--- src/sv/wmlv_pkg.sv ---
// shared types and constants of the window mode label vote block
// no dependencies
package wmlv_pkg;

    localparam int DEF_MAX_WIDTH  = 512;
    localparam int DEF_MAX_HEIGHT = 512;
    localparam int DEF_LABEL_BITS = 8;

    // coordinate width covers the largest image size allowed (1023 from the 10 bit size registers)
    localparam int CRD_W  = 13;
    // signed width for window bound arithmetic
    localparam int SGN_W  = 15;
    localparam int CNT_W  = 16;
    localparam int CIDX_W = 2;
    localparam int QDEPTH = 2;

    typedef enum logic [CIDX_W-1:0] {
        REG_IMAGE_WIDTH   = 2'd0,
        REG_IMAGE_HEIGHT  = 2'd1,
        REG_WINDOW_WIDTH  = 2'd2,
        REG_WINDOW_HEIGHT = 2'd3
    } t_reg_idx;

    localparam logic CMD_WRITE = 1'b0;
    localparam logic CMD_QUERY = 1'b1;

    // classified command passed from front to back
    typedef struct packed {
        logic             cmd;
        logic             empty;
        logic [CRD_W-1:0] x0;
        logic [CRD_W-1:0] x1;
        logic [CRD_W-1:0] y0;
        logic [CRD_W-1:0] y1;
        logic [8:0]       px;
        logic [8:0]       py;
        logic [7:0]       lab;
    } t_desc;

endpackage

--- src/sv/wmlv_front.sv ---
// front end: config registers, window clipping and a short command queue
// depends on wmlv_pkg
module wmlv_front import wmlv_pkg::*; #(
    parameter int MAX_WIDTH  = DEF_MAX_WIDTH,
    parameter int MAX_HEIGHT = DEF_MAX_HEIGHT
) (
    input  logic              i_clk,
    input  logic              i_rst_n,
    input  logic              i_cfg_valid,
    output logic              o_cfg_ready,
    input  logic [CIDX_W-1:0] i_cfg_index,
    input  logic [9:0]        i_cfg_data,
    input  logic              push,
    output logic              full,
    input  logic              i_command,
    input  logic [8:0]        i_pixel_x,
    input  logic [8:0]        i_pixel_y,
    input  logic [7:0]        i_pixel_label,
    input  logic signed [12:0] i_query_u,
    input  logic signed [12:0] i_query_v,
    output logic              o_q_valid,
    output t_desc             o_q_desc,
    input  logic              i_q_pop
);
    logic [9:0] r_img_w, r_img_h;
    logic [7:0] r_win_w, r_win_h;

    // configuration writes
    assign o_cfg_ready = 1'b1;
    always_ff @(posedge i_clk) begin
        if (!i_rst_n) begin
            r_img_w <= 10'd512;
            r_img_h <= 10'd512;
            r_win_w <= 8'd16;
            r_win_h <= 8'd16;
        end else if (i_cfg_valid) begin
            case (t_reg_idx'(i_cfg_index))
                REG_IMAGE_WIDTH:   r_img_w <= i_cfg_data;
                REG_IMAGE_HEIGHT:  r_img_h <= i_cfg_data;
                REG_WINDOW_WIDTH:  r_win_w <= i_cfg_data[7:0];
                REG_WINDOW_HEIGHT: r_win_h <= i_cfg_data[7:0];
                default: ;
            endcase
        end
    end

    // window bounds, clipped to the image in use
    logic [CRD_W:0] lim_w, lim_h, iw, ih;
    logic signed [SGN_W-1:0] ax, bx, ay, by, lox, hix, loy, hiy;
    logic empty_win;
    t_desc desc;

    always_comb begin
        iw = (CRD_W+1)'(r_img_w);
        ih = (CRD_W+1)'(r_img_h);
        lim_w = (iw > (CRD_W+1)'(MAX_WIDTH)) ? (CRD_W+1)'(MAX_WIDTH) : iw;
        lim_h = (ih > (CRD_W+1)'(MAX_HEIGHT)) ? (CRD_W+1)'(MAX_HEIGHT) : ih;
        ax = SGN_W'(i_query_u) - SGN_W'(signed'({1'b0, r_win_w[7:1]}));
        bx = SGN_W'(i_query_u) + SGN_W'(signed'({1'b0, r_win_w[7:1]}));
        ay = SGN_W'(i_query_v) - SGN_W'(signed'({1'b0, r_win_h[7:1]}));
        by = SGN_W'(i_query_v) + SGN_W'(signed'({1'b0, r_win_h[7:1]}));
        lox = (ax < 0) ? '0 : ax;
        loy = (ay < 0) ? '0 : ay;
        hix = (bx > signed'(SGN_W'(lim_w))) ? signed'(SGN_W'(lim_w)) : bx;
        hiy = (by > signed'(SGN_W'(lim_h))) ? signed'(SGN_W'(lim_h)) : by;
        empty_win = (lim_w == '0) || (lim_h == '0) || (lox >= hix) || (loy >= hiy);
        desc.cmd   = i_command;
        desc.empty = empty_win;
        desc.x0    = CRD_W'(lox);
        desc.x1    = CRD_W'(hix);
        desc.y0    = CRD_W'(loy);
        desc.y1    = CRD_W'(hiy);
        desc.px    = i_pixel_x;
        desc.py    = i_pixel_y;
        desc.lab   = i_pixel_label;
    end

    // two entry command queue
    t_desc r_q [QDEPTH];
    logic r_wp, r_rp;
    logic [1:0] r_cnt;
    logic do_push, do_pop;

    assign full      = (r_cnt == 2'(QDEPTH));
    assign do_push   = push && !full;
    assign do_pop    = i_q_pop && (r_cnt != '0);
    assign o_q_valid = (r_cnt != '0);
    assign o_q_desc  = r_q[r_rp];

    always_ff @(posedge i_clk) begin
        if (do_push) begin
            r_q[r_wp] <= desc;
        end
    end

    always_ff @(posedge i_clk) begin
        if (!i_rst_n) begin
            r_wp  <= 1'b0;
            r_rp  <= 1'b0;
            r_cnt <= '0;
        end else begin
            if (do_push) r_wp <= !r_wp;
            if (do_pop)  r_rp <= !r_rp;
            r_cnt <= r_cnt + 2'(do_push) - 2'(do_pop);
        end
    end
endmodule

--- config.mk ---
export PLATFORM = sky130hd
export DESIGN_NAME = wmlv_front
export DESIGN_NICKNAME = d
export VERILOG_FILES = /design/src/sv/wmlv_pkg.sv /design/src/sv/wmlv_front.sv
export SDC_FILE = /design/constraint.sdc
export NUM_CORES = 1
export LEC_CHECK = 0
export BUFFER_PORTS_ARGS = -buffer_cell sky130_fd_sc_hd__buf_2
export CAP_MARGIN = 20
export CORE_ASPECT_RATIO = 0.75
export CORE_MARGIN = 2
export CORE_UTILIZATION = 55
export CTS_CLUSTER_SIZE = 24
export DETAILED_ROUTE_END_ITERATION = 16
export PLACE_DENSITY = 0.78
export SLEW_MARGIN = 5
export SYNTH_ARGS = -nofsm -noshare
export SYNTH_HDL_FRONTEND = slang
export SYNTH_SLANG_ARGS = --single-unit
export TNS_END_PERCENT = 30
--- constraint.sdc ---
create_clock -name i_clk -period 13.6 [get_ports i_clk]
set_clock_uncertainty 0.2 [all_clocks]
set_input_delay 1.36 -clock i_clk [delete_from_list [all_inputs] [get_ports i_clk]]
set_output_delay 1.36 -clock i_clk [all_outputs]
set_load 0.01 [all_outputs]
==> metrics.txt, run 1 <==
largest net degree at the start of global routing=51; Clock Pin Slew Worst Setup and Hold Paths=0.08 ns; Nets=1,175; DPL Wire Length=approximately 17 mm; die area=a little over 20,000 µm²; Rows=between 40 and 50; DRT antenna net count=0; drt wl/cell=18.2 µm; port buffer count=between 150 and 200; yosys warns=0; vias in the first global route=6,751; Initial Utilization=a little under three fifths; synth unique cells=66; CTS Root Cell=clkbuf_16; First-pass DRT Iterations=5; ys flop type=edfxtp_1; Async S/R FF share, synth=0%; Max-cap violations=0; commonest non-fill, non-tap cell in the layout=edfxtp_1; Tightest Pin Transition=between 1 and 1.5 ns; commonest non-fill, non-tap cells in the layout=edfxtp_1 (160), buf_2 (151), mux2_2 (98); total wire length=23.6 mm; PD cells=141 nW/µm²; via count=~7,200; first-pass GRT wire length=37.0 mm; slowest CP cell=a32o_1; Final Hold Vio Count=0; Register Area=5590 µm²; Crit Path Class=primary input to flop; Max Clk Rate=about 0.14 GHz; share of cells above drive strength 1=between 30% and 40%; H-tree Lvls=4; Yosys top cell area share=approximately 45%; Tot GR Track Use=a little under a quarter; CP bufs+invs=1; reg2reg start=r_win_w[2]; die height=approximately 130 µm; DR DRC count=0; post-CTS sizing=0; initial antenna violation count=1; Required @ worst endpoint=13.57 ns; layout overhead on the synthesized area=14.8%; fill count=roughly 1,500; Synth area leader=edfxtp_1; # setup viols final=0; Mapped Nets=about 1,000; Num CTS Buffers=17; Static Leak=between 4 and 5 nW; CP startpoint kind=primary input; TNS Setup=0 ns; Worst Setup SP=i_query_u[1]; core region area=19,300 µm²; Multi-input gate area=around 4800 µm²; CP cell instances=buf_2 > ha_1 > nand2b_1 > a221oi_1 > o32a_1 > nand3_1 > xnor2_1 > ha_1 > a21oi_1 > o21ai_0 > a2111oi_0 > o21ba_2 > a32o_1 > mux2_2 > ha_1 > nor2b_1 > o21a_1 > o21a_1 > o21bai_1 > a211oi_1 > nor4_1 > nand4_1; crit path max fanout=19; total gr overflow=0; RSZ-0062 raised after global routing=false; Slew Limit Headroom=a little under a third; Setup Fix Bufs, Post-CTS=0; number of synthesized flops with an enable pin=between 150 and 200; worst hold path type=flop to flop; iteration-0 DRC count of the detailed router=roughly 650; Tmin final=about 6.9 ns; Clock Path Buffers=2; status=finished, final reports clean; Tcrit/Tclk final=51.1%; hold path startpoint=r_img_h[2]; Max Slew Vio Count=0; CP top delay family=compound AO/OA/AOI/OAI gates; Synth Cell Area=approximately 11,000 µm²; Vias/cell=approximately 5.5; crit path DAT=6.92 ns; Placer Congestion=roughly 0.92; Core Util, Final=64.1%; Mean Syn Cell Area=about 12 µm²; Die X-Extent=166 µm; Setup crit end kind=flop; CTS tree=built; I/O Pins=153; most used cell along the critical path=ha_1; Worst-Skew Late Latency=roughly 0.44 ns; Clock Sinks=199; maximum VDD drop=a little over 0.1 mV; sequential-to-total area share from yosys stat=approximately half; top cells by area, synth=edfxtp_1 (45%), mux2_2 (10%), ha_1 (8.8%); CTS hold repair buffers=0; Post-Syn Instances=just under 900; Synth Register Bits=roughly 200; Largest stage delay, worst path=just over 0.8 ns
routing by layer:
metal  track usage [%]  wire (µm)  up-vias
li1                  -          -     3471
met1              36.0      11900     3449
met2              33.1      10000      221
met3              5.10       1540       18
met4              3.94        151        0
met5                 0          0        -
final cells by class:
cell class | count | area share [%]
tap | 253 | 2.55
sequential | 199 | 45.1
clock inverter | 15 | 1.46
inverter | 63 | 1.91
timing repair buffer | 156 | 6.40
antenna | 1 | 0.0202
clock buffer | 17 | 3.43
multi-input combinational | 588 | 39.1
stage by stage:
stage	instances	hold slack (ns)	cell area, µm²	setup WS [ns]	power, mW
after global routing	1291	0.313	12400	6.34	1.83
after detailed placement	1259	0.277	11800	6.35	1.26
final	1292	0.285	12400	6.65	1.75
after CTS	1291	0.288	12400	6.77	1.76
after global placement	1259	0.270	11800	6.40	1.25
after floorplan	879	0.252	10800	7.43	1.10
worst paths after layout:
| check | cells past startpoint | slack (ns) | endpoint |
|---|---|---|---|
| max reg2reg | 22 | 7.22 | r_q[0][78] |
| min | 2 | 0.29 | r_img_h[2] |
| max | 22 | 6.65 | r_q[0][78] |
| min reg2reg | 2 | 0.29 | r_img_h[2] |
kinds of logic (layout without fill, tap and decap cells):
kind of cell               after synthesis  after routing  share of synthesized area, %
muxes                                  140            140                          14.2
adders and majority gates               80             80                          9.55
xor gates and xnor gates                37             37                          3.00
DFF                                    199            199                          51.7
and+or+nand+nor                        217            217                          10.4
other                                    1              2                        0.0347
buffers and inverters                   92            251                          3.53
AOI/OAI and AO/OA                      113            113                          7.57
synthesized netlist by cell type, types with 17 or more instances:
cell and number:
edfxtp_1 160, nand2_1 52, o21ai_0 17, dfxtp_1 39, nor2_1 39, mux2i_1 41
inv_1 61, ha_1 76, xnor2_1 25, nor2b_1 42, a21oi_1 24, clkbuf_1 22
mux2_2 98
power breakdown:
group / switching (mW) / internal, mW / total, mW / leakage (nW)
registers: 0.0314 / 0.743 / 0.774 / 1.83
logic: 0.257 / 0.213 / 0.470 / 2.84
clock network: 0.257 / 0.248 / 0.505 / 0.290
total: 0.545 / 1.20 / 1.75 / 4.96
state kept, by name, indices dropped and copies added, names as in the netlist, named ones only:
signal,cells
r_q,160
r_img_h,10
r_img_w,10
r_win_h,7
r_win_w,7
r_cnt,2
r_rp,1
r_wp,1
worst reg2reg max path, delay by kind of cell, from the launching register on:
| kind | cells | cell delay (ns) |
|---|---|---|
| and+or+nand+nor | 5 | 0.83 |
| buffers and inverters | 1 | 0.12 |
| AOI/OAI and AO/OA | 11 | 3.01 |
| DFF | 1 | 0.38 |
| adders and majority gates | 3 | 0.89 |
| xor gates and xnor gates | 1 | 0.28 |
| muxes | 1 | 0.43 |
Note: power is estimated with default switching activity, not from simulation.
==> inputs of run 2 (changes only) <==
Clock period 13.6 ns to 6.5 ns, I/O delays scaled along.
==> metrics.txt, run 2 (synthesized netlist as in run 1, its figures left out) <==
status=finished, final reports clean; most used cell along the critical path=ha_1; Final Hold Vio Count=0; total gr overflow=0; TNS Setup=0 ns; commonest non-fill, non-tap cells in the layout=edfxtp_1 (160), buf_2 (151), mux2_2 (98); die area=20,800 µm²; CP startpoint kind=flop; Vias/cell=approximately 5.6; CTS tree=built; H-tree Lvls=4; First-pass DRT Iterations=5; GR Util met3=between 6 and 7%; Placer Congestion=approximately 0.97; vias in the first global route=roughly 6,700; PD cells=just under 300 nW/µm²; I/O Pins=about 150; DR DRC count=0; Max-cap violations=0; maximum VDD drop=0.254 mV; post-CTS sizing=0; CP cell instances=ha_1 > inv_1 > fa_1 > o21bai_1 > a311oi_1 > o21ai_2 > nand3_1 > xor2_1 > inv_1 > ha_1 > or4_1 > o21ai_0 > nand3_2 > o211ai_4 > buf_4 > mux2_2 > ha_1 > nand4_1 > nor2_1 > nand2_1 > nand3_1 > nor4_1 > nand4_1; Crit Path Class=flop to flop; dpl cells=~1,300; Tcrit/Tclk final=89.0%; RSZ-0062 raised after global routing=false; crit path DAT=5.75 ns; Die X-Extent=166 µm; NetSw=approximately 1.1 mW; post-route insts no fill=between 1,000 and 1,500; initial antenna violation count=0; iteration-0 DRC count of the detailed router=539; Static Leak=around 5.0 nW; first-pass GRT wire length=~37 mm; Setup Fix Bufs, Post-CTS=0; core region area=roughly 19,000 µm²; Largest stage delay, worst path=0.47 ns; # diodes=0; CTS Root Cell=clkbuf_16; Reg power frac=around 45%; commonest non-fill, non-tap cell in the layout=edfxtp_1; Num CTS Buffers=17; Max Slew Vio Count=0; Top reg by flops=r_q; layout overhead on the synthesized area=14.6%; Tmin final=just under 6 ns; total wire length=~24 mm; max reg flops=160; Comb pwr share=between 20% and 30%; largest net degree at the start of global routing=48; Clk pwr share=between 20% and 30%; Switching Share=a little under a third; share of cells above drive strength 1=30.1%; drt wl/cell=18.3 µm; Rows=44; crit path max fanout=13; Required @ worst endpoint=6.46 ns; Clock Sinks=about 200; biggest regs=r_q: 160 flops, r_img_h: 10 flops, r_img_w: 10 flops; Clock Pin Slew Worst Setup and Hold Paths=0.08 ns; Tightest Pin Transition=1.04 ns; met1 GRT Util=35.2%; die height=125 µm; Nets=1,177; CTS hold repair buffers=0; worst hold path type=primary input to flop; DPL Wire Length=around 17 mm; DRT antenna net count=0; Initial Utilization=55.9%; slowest CP cell=or4_1; via count=7,225; Setup crit end kind=flop; Max Clk Rate=about 0.17 GHz; # setup viols final=0; Clock Path Buffers=2; GRT met2 Usage=between 30% and 40%; Power Internal=roughly 2.5 mW; Tot GR Track Use=a little under a quarter; Worst-Skew Late Latency=approximately 0.44 ns; GRT busiest layer=met1; port buffer count=between 150 and 200; Slew Limit Headroom=30.1%
run 2: stage by stage:
stage               instance area, µm²  worst slack (ns)  hold slack, ns  utilization [%]  total power [mW]
floorplan                        10800              1.04           0.252                -              2.30
global placement                 11800             0.590           0.268             61.1              2.61
detailed placement               11800             0.433           0.274             61.1              2.63
CTS                              12400             0.775           0.185             64.1              3.66
global route                     12400             0.184           0.180             64.1              3.81
finish                           12400             0.712           0.198             64.1              3.64
run 2: final cells by class:
type / instances / area, µm²
clock buffer: 18 / 429
clock inverter: 14 / 151
sequential: 199 / 5590
tap: 253 / 317
inverter: 63 / 236
fill: 1504 / 6950
timing repair buffer: 158 / 808
multi-input combinational: 588 / 4850
run 2: worst paths after layout:
check	startpoint	endpoint	slack, ns	cells past startpoint
worst max-delay path	r_win_h[1]	r_q[1][78]	0.71	23
worst min-delay path	i_pixel_x[5]	r_q[0][22]	0.20	1
worst min register to register	r_img_h[7]	r_img_h[7]	0.29	2
worst max register to register	r_win_h[1]	r_q[1][78]	0.71	23
run 2: per-layer routing:
metal	routed length [µm]	part of all wire [%]	up-vias
li1	-	-	3478
met1	11800	50	3487
met2	9920	42	245
met3	1760	7.5	15
met4	221	0.93	0
met5	0	0	-
run 2: power by group through the flow:
stage | registers, mW | clock network, mW | logic [mW]
final | 1.62 | 1.03 | 0.985
after global routing | 1.64 | 1.11 | 1.07
after CTS | 1.62 | 1.05 | 0.988
after detailed placement | 1.65 | 0 | 0.979
after global placement | 1.64 | 0 | 0.969
after floorplan | 1.62 | 0 | 0.676
run 2: worst max-delay path, delay by kind of cell (launching register included):
family,cells,cell delay [ns]
AO/OA/AOI/OAI,5,1.48
AND/OR/NAND/NOR,9,1.41
adder cells (fa/ha/maj),4,1.07
buffers and inverters,3,0.39
flip-flops,1,0.36
multiplexers,1,0.35
XOR/XNOR,1,0.25
